## src/rtl/pfe_pkg.sv

```systemverilog
`default_nettype none

package pfe_pkg;

	// letter codes, a=0 through z=25
	typedef logic [4:0] letter_t;
	// row or column inside the square, one past the end marks a full square
	typedef logic [2:0] coord_t;
	typedef logic [1:0] req_t;

	localparam int SQ_CELLS = 25;
	localparam int ALPHA_N  = 26;

	localparam letter_t LET_I     = 5'd8;
	localparam letter_t LET_J     = 5'd9;
	localparam letter_t LET_X     = 5'd23;
	localparam letter_t LET_Z     = 5'd25;
	localparam letter_t LET_LIMIT = 5'd26;

	localparam coord_t SIDE      = 3'd5;
	localparam coord_t SIDE_LAST = 3'd4;

	localparam req_t REQ_KEY    = 2'd0;
	localparam req_t REQ_FINISH = 2'd1;
	localparam req_t REQ_PAIR   = 2'd2;

	typedef enum logic [1:0] {
		ST_IDLE,
		ST_FILL,
		ST_POS,
		ST_CELL
	} state_t;

	typedef struct packed {
		coord_t row;
		coord_t col;
	} pos_t;

	// one write into the square and the letter position table
	typedef struct packed {
		logic    en;
		letter_t letter;
		coord_t  row;
		coord_t  col;
	} place_t;

	// step one place with wrap inside the square
	function automatic coord_t next_coord(coord_t v);
		return (v == SIDE_LAST) ? 3'd0 : v + 3'd1;
	endfunction

	// linear cell index row*5+col
	function automatic letter_t cell_idx(coord_t r, coord_t c);
		letter_t r5;
		r5 = {2'b00, r};
		return (r5 << 2) + r5 + {2'b00, c};
	endfunction

endpackage

`default_nettype wire

```

## src/rtl/playfair_digraph_encrypt.sv

```systemverilog
`default_nettype none

// Playfair encryption on a 5x5 key square.
// Input: an item is taken at a clock edge with start high and busy low.
//   req_type key letter: j counts as i, the letter is appended if unused and
//   the square is neither full nor finished; no result, busy stays low.
//   req_type finish: busy is high while the sweep walks a..z and
//   appends every unused letter except j; the square is then ready.
//   req_type encrypt pair: one result. With the square ready the item passes
//   a position read, then a square read, then the output register; busy is
//   high in the ST_POS and ST_CELL states. Before finish the result shows in
//   the next cycle with status 1 and zero letters, busy stays low.
// Output: done is high for exactly one cycle with cipher_first, cipher_second
//   and status valid; the receiver cannot stall, so nothing is held back.
// Throughput: one key letter per cycle while busy is low; a new pair waits
//   for the two reads in series through the position and square memories.
// Reset: the square is empty and not ready; no memory clearing is needed.
module playfair_digraph_encrypt (
	input  logic             clk,
	input  logic             arst_n,
	input  logic             start,
	output logic             busy,
	input  pfe_pkg::req_t    req_type,
	input  pfe_pkg::letter_t letter_first,
	input  pfe_pkg::letter_t letter_second,
	input  logic             second_present,
	output logic             done,
	output pfe_pkg::letter_t cipher_first,
	output pfe_pkg::letter_t cipher_second,
	output logic             status
);
	import pfe_pkg::*;

	state_t  state_q, state_next;
	letter_t sweep_q;
	coord_t  fill_row_q, fill_col_q;
	logic [ALPHA_N-1:0] used_q;
	logic    ready_q;
	logic    done_q, status_q;
	letter_t cipher_first_q, cipher_second_q;

	logic    accept, full;
	letter_t key_letter, cand;
	logic    cand_en;
	place_t  place;
	letter_t a_clamp, b_clamp, b_pad, a_addr, b_addr;
	pos_t    pos_a, pos_b;
	letter_t sq_idx_a, sq_idx_b, sq_a, sq_b;

	assign accept = start && !busy;
	assign busy   = (state_q != ST_IDLE);
	assign full   = (fill_row_q == SIDE);

	// candidate letter for the square
	always_comb begin
		key_letter = (letter_first == LET_J) ? LET_I : letter_first;
		cand       = key_letter;
		cand_en    = 1'b0;
		if (state_q == ST_FILL) begin
			cand    = sweep_q;
			cand_en = (sweep_q != LET_J);
		end else if (accept && req_type == REQ_KEY) begin
			cand_en = (letter_first < LET_LIMIT) && !ready_q;
		end
		place.en     = cand_en && !full && !used_q[cand];
		place.letter = cand;
		place.row    = fill_row_q;
		place.col    = fill_col_q;
	end

	// pair letters after clamping, padding and j folding
	always_comb begin
		a_clamp = (letter_first < LET_LIMIT) ? letter_first : LET_Z;
		b_clamp = (letter_second < LET_LIMIT) ? letter_second : LET_Z;
		b_pad   = (!second_present || a_clamp == b_clamp) ? LET_X : b_clamp;
		a_addr  = (a_clamp == LET_J) ? LET_I : a_clamp;
		b_addr  = (b_pad == LET_J) ? LET_I : b_pad;
	end

	// row, column and rectangle rules on the looked-up positions
	always_comb begin
		if (pos_a.row == pos_b.row) begin
			sq_idx_a = cell_idx(pos_a.row, next_coord(pos_a.col));
			sq_idx_b = cell_idx(pos_b.row, next_coord(pos_b.col));
		end else if (pos_a.col == pos_b.col) begin
			sq_idx_a = cell_idx(next_coord(pos_a.row), pos_a.col);
			sq_idx_b = cell_idx(next_coord(pos_b.row), pos_b.col);
		end else begin
			sq_idx_a = cell_idx(pos_a.row, pos_b.col);
			sq_idx_b = cell_idx(pos_b.row, pos_a.col);
		end
	end

	pfe_store u_store (
		.clk        (clk),
		.place      (place),
		.pos_rd_en  (accept && req_type == REQ_PAIR),
		.pos_addr_a (a_addr),
		.pos_addr_b (b_addr),
		.pos_a      (pos_a),
		.pos_b      (pos_b),
		.sq_rd_en   (state_q == ST_POS),
		.sq_idx_a   (sq_idx_a),
		.sq_idx_b   (sq_idx_b),
		.sq_a       (sq_a),
		.sq_b       (sq_b)
	);

	// next state
	always_comb begin
		state_next = state_q;
		unique case (state_q)
			ST_IDLE: begin
				if (accept) begin
					case (req_type)
						REQ_FINISH: state_next = ST_FILL;
						REQ_PAIR:   state_next = ready_q ? ST_POS : ST_IDLE;
						default:    state_next = ST_IDLE;
					endcase
				end
			end
			ST_FILL: begin
				if (sweep_q == LET_Z) state_next = ST_IDLE;
			end
			ST_POS:  state_next = ST_CELL;
			ST_CELL: state_next = ST_IDLE;
			default: state_next = ST_IDLE;
		endcase
	end

	// control registers
	always_ff @(posedge clk or negedge arst_n) begin
		if (!arst_n) begin
			state_q    <= ST_IDLE;
			sweep_q    <= '0;
			fill_row_q <= '0;
			fill_col_q <= '0;
			used_q     <= '0;
			ready_q    <= 1'b0;
			done_q     <= 1'b0;
		end else begin
			state_q <= state_next;
			if (accept && req_type == REQ_FINISH) begin
				sweep_q <= '0;
			end else if (state_q == ST_FILL) begin
				sweep_q <= sweep_q + 5'd1;
			end
			if (state_q == ST_FILL && sweep_q == LET_Z) begin
				ready_q <= 1'b1;
			end
			if (place.en) begin
				used_q[place.letter] <= 1'b1;
				if (fill_col_q == SIDE_LAST) begin
					fill_col_q <= '0;
					fill_row_q <= fill_row_q + 3'd1;
				end else begin
					fill_col_q <= fill_col_q + 3'd1;
				end
			end
			done_q <= (accept && req_type == REQ_PAIR && !ready_q) || (state_q == ST_CELL);
		end
	end

	// result register
	always_ff @(posedge clk) begin
		if (state_q == ST_CELL) begin
			cipher_first_q  <= sq_a;
			cipher_second_q <= sq_b;
			status_q        <= 1'b0;
		end else if (accept && req_type == REQ_PAIR && !ready_q) begin
			cipher_first_q  <= '0;
			cipher_second_q <= '0;
			status_q        <= 1'b1;
		end
	end

	assign done          = done_q;
	assign cipher_first  = cipher_first_q;
	assign cipher_second = cipher_second_q;
	assign status        = status_q;

endmodule

`default_nettype wire

```

## src/rtl/pfe_store.sv

```systemverilog
`default_nettype none

module pfe_store (
	input  logic             clk,
	input  pfe_pkg::place_t  place,
	input  logic             pos_rd_en,
	input  pfe_pkg::letter_t pos_addr_a,
	input  pfe_pkg::letter_t pos_addr_b,
	output pfe_pkg::pos_t    pos_a,
	output pfe_pkg::pos_t    pos_b,
	input  logic             sq_rd_en,
	input  pfe_pkg::letter_t sq_idx_a,
	input  pfe_pkg::letter_t sq_idx_b,
	output pfe_pkg::letter_t sq_a,
	output pfe_pkg::letter_t sq_b
);
	import pfe_pkg::*;

	letter_t square_mem [SQ_CELLS];
	pos_t    pos_mem [ALPHA_N];

	// single write port shared by key letters and the finish sweep
	always_ff @(posedge clk) begin
		if (place.en) begin
			square_mem[cell_idx(place.row, place.col)] <= place.letter;
			pos_mem[place.letter] <= '{row: place.row, col: place.col};
		end
	end

	// position lookup for both letters of a pair
	always_ff @(posedge clk) begin
		if (pos_rd_en) begin
			pos_a <= pos_mem[pos_addr_a];
			pos_b <= pos_mem[pos_addr_b];
		end
	end

	// cipher letter lookup
	always_ff @(posedge clk) begin
		if (sq_rd_en) begin
			sq_a <= square_mem[sq_idx_a];
			sq_b <= square_mem[sq_idx_b];
		end
	end

endmodule

`default_nettype wire

```

## config.mk

```make
export PLATFORM = sky130hd
export DESIGN_NAME = playfair_digraph_encrypt
export DESIGN_NICKNAME = d
export VERILOG_FILES = /design/src/rtl/pfe_pkg.sv /design/src/rtl/playfair_digraph_encrypt.sv /design/src/rtl/pfe_store.sv
export SDC_FILE = /design/constraint.sdc
export NUM_CORES = 1
export LEC_CHECK = 0
export ABC_AREA = 1
export BUFFER_PORTS_ARGS = -buffer_cell sky130_fd_sc_hd__buf_2
export CAP_MARGIN = 20
export CORE_ASPECT_RATIO = 0.6
export CORE_UTILIZATION = 60
export CTS_CLUSTER_SIZE = 24
export DETAILED_ROUTE_END_ITERATION = 10
export PLACE_DENSITY = 0.76
export SLEW_MARGIN = 20
export SYNTH_ARGS = -nofsm -noshare
export SYNTH_HDL_FRONTEND = slang
export SYNTH_SLANG_ARGS = --single-unit
```

## constraint.sdc

```tcl
create_clock -name clk -period 3.9 [get_ports clk]
set_input_delay 0.585 -clock clk [delete_from_list [all_inputs] [get_ports clk]]
set_output_delay 0.585 -clock clk [all_outputs]
set_load 0.02 [all_outputs]
```

==> flow_summary.yaml <==
status:
  outcome: "completed"
placement:
  post-place-cells: 2578
  dp_hpwl_um: 44810
  io_buffers: 28
  place_congestion: 1.008
yosys:
  async_flop_share_pct: 11.55
  synth-main-ff-cell: "edfxtp_1"
  synth_cell_types: 50
  yosys_warnings: 0
  ys_seq_elements: 355
  seq_area_frac_synth_pct: 53.21
  avgSynthCellArea_um2: 9.068
  synth.cell_area_um2: 19630
  syn_inst: 2165
  syn_nets: 2236
  synth_edf_count: 313
global_route:
  grt.total_usage_pct: 37.76
  grt_pass1_wl_um: 93160
  overflow: 0
  grt_max_degree: 107
  antenna_found_initial: 1
  grt_pass1_vias: 15070
cells_and_area:
  drive_gt1_share_pct: 9.924
  fin_nets: 2271
  layout_commonest_cell: "nand2_1"
  final_cell_mix: "440 x nand2_1, 313 x edfxtp_1, 293 x inv_1"
  fin_cells: 2647
  synthToLayoutAreaGrowth_pct: 9.866
power:
  power_density_nw_per_um2: 649.4
  p_switching_mw: 5.552
  pwr-share-clk_pct: 24.8
  peakVddDrop_v: 0.0004573
  p_comb_share_pct: 36.9
  internal_power_mw: 8.455
  p_leak_nw: 8.895
  seqPwrFrac_pct: 38.3
  sw_frac_of_total_pct: 39.64
sta:
  rsz0062_at_grt: "no"
  setup_violations: 0
  maxSlewHeadroom_pct: 42.27
  fin_setup_tns_ns: 0
  final.period_utilization_pct: 94.03
  drv_slew: 0
  tightest_slew_ns: 0.8628
  max_freq_ghz: 0.2727
  hold_viol: 0
  period_needed_ns: 3.667
  finClkSkew_ns: 0.01791
setup_path:
  worstSetupEndpoint: "u_store.sq_b[3]"
  crit_fanout: 9
  ff2ff_setup_slack_ns: 0.23
  crit_type: "reg2reg"
  worstPathRequired_ns: 4.15
  cp.arrival_ns: 3.92
  critPathLaunch: "u_store.pos_b[3]"
  r2r_cells: 14
  r2r-end: "u_store.sq_b[3]"
  critPathCaptureType: "flop"
  startpoint_type: "flop"
  regToRegStartpoint: "u_store.pos_b[3]"
die:
  core_um2: 31660
  initial_core_util_pct: 62.02
  die_h_um: 142.1
  io_pins: 29
  dieArea_um2: 33470
  die_w_um: 235.5
  rows: 50
cts:
  cts_tree: "done"
  cts_sinks: 355
  clockRootBuffer: "clkbuf_16"
  cts_setup_buffers: 0
  cts_htree_levels: 2
  cts.clk_slew.worst_paths_ns: 0.07
  cts_buffer_depth: 3
  insertion_delay_ns: 0.54
  post_cts_resized: 0
  holdBufCountCts: 0
  numCtsBuffers: 36
drt:
  drtIter0Drc: 3006
  ant_nets: 0
  drc: 0
  vias: 16850
  viasPerCell: 6.366
  routed_wl_um: 63240
  drt_pass1_iterations: 6
  wl_per_cell_um: 23.89
min_path:
  hold_class: "in2async"
run:
  drv_cap: 0
-- flip-flops by register name (all words and copies together) (netlist names), 2 cells and up --
register and count:
u_store.pos_mem 156, u_store.square_mem 125, used_q 26, u_store.pos_a 6, u_store.pos_b 6, cipher_first 5
cipher_second 5, sweep_q 5, u_store.sq_a 5, u_store.sq_b 5, fill_col_q 3, fill_row_q 3
state_q 2
-- metal layers --
metal / GRT usage (%) / vias up / routed length [um]
li1: - / 7485 / -
met1: 59.86 / 7997 / 27350
met2: 45.66 / 1283 / 22920
met3: 17.86 / 86 / 12060
met4: 6.295 / 0 / 902
met5: 0 / - / 0
-- power by group through the flow --
| stage | Combinational (mW) | Clock (mW) | Sequential [mW] |
|---|---|---|---|
| global route | 5.52 | 3.60 | 5.39 |
| detailed placement | 4.93 | 0 | 5.42 |
| CTS | 4.96 | 3.48 | 5.34 |
| floorplan | 3.00 | 0 | 5.47 |
| global placement | 4.84 | 0 | 5.41 |
| finish | 5.18 | 3.47 | 5.36 |
-- cell families (layout without fill, tap and decap cells) --
| kind of cell | after synthesis | count (layout) | share of synthesized area (%) |
|---|---|---|---|
| simple gates | 853 | 853 | 18.53 |
| xor+xnor | 27 | 27 | 1.205 |
| buf+inv | 427 | 489 | 8.968 |
| flops | 355 | 355 | 53.21 |
| other cells | 0 | 4 | 0 |
| compound gates | 448 | 448 | 14.20 |
| fa+ha+maj | 55 | 55 | 3.888 |
-- worst max-delay path: stages, from the launching register on --
cell      delay (ns)
edfxtp_1        0.41
ha_1            0.22
o21ai_0         0.34
fa_1            0.53
fa_1            0.45
xor2_1          0.16
nand2_1         0.08
o31ai_1         0.08
nand2_1         0.08
nand2_1         0.16
clkinv_1        0.33
nand3_1         0.23
nand2_1         0.07
nand2_1         0.08
o21ai_1         0.14
-- metrics by stage --
stage / worst slack [ns] / hold slack [ns] / power (mW) / area (um^2) / utilization, %
after global placement: 0.3315 / 0.4452 / 10.25 / 20390 / 64.40
after global routing: 0.02596 / 0.08565 / 14.52 / 21560 / 68.11
after CTS: 0.2507 / 0.2337 / 13.78 / 21550 / 68.09
after floorplan: 0.5472 / 0.2894 / 8.469 / 19630 / -
final: 0.2327 / 0.03922 / 14.01 / 21570 / 68.13
after detailed placement: 0.2985 / 0.4545 / 10.35 / 20390 / 64.40
-- Yosys cell counts, types with 13 or more instances --
master,count,area (um^2)
nor2_2,13,81.33
ha_1,45,563.0
nand2_1,443,1663
inv_2,17,63.81
dfrtp_1,41,1026
a31oi_1,15,93.84
o21ai_1,20,100.1
inv_1,295,1107
edfxtp_1,313,9399
a21oi_1,99,495.5
o21ai_0,120,600.6
o21bai_1,16,120.1
xor2_1,16,140.1
nor2_1,137,514.2
o221ai_1,13,113.9
buf_2,45,225.2
nand3_1,222,1111
o211ai_1,126,945.9
clkbuf_1,46,172.7
-- worst min-delay path by stage --
| stage | from | end | depth (start not counted) | slack [ns] |
|---|---|---|---|---|
| floorplan | arst_n | done | 0 | 0.29 |
| global placement | used_q[17] | used_q[17] | 2 | 0.45 |
| detailed placement | used_q[23] | used_q[23] | 2 | 0.45 |
| CTS | arst_n | fill_row_q[0] | 1 | 0.23 |
| global route | arst_n | fill_row_q[2] | 1 | 0.09 |
| finish | arst_n | fill_row_q[0] | 1 | 0.04 |
-- cell type report --
| type | count | area (um^2) |
|---|---|---|
| clock buffers | 45 | 997.2 |
| diodes | 4 | 10.01 |
| multi-input cells | 1383 | 7443 |
| inverters | 315 | 1182 |
| flip-flops and latches | 355 | 10450 |
| repair buffers | 109 | 800.8 |
| well taps | 416 | 520.5 |
| fillers | 2452 | 10090 |
| clock inverters | 20 | 168.9 |
(Power assumes the default switching activity.)
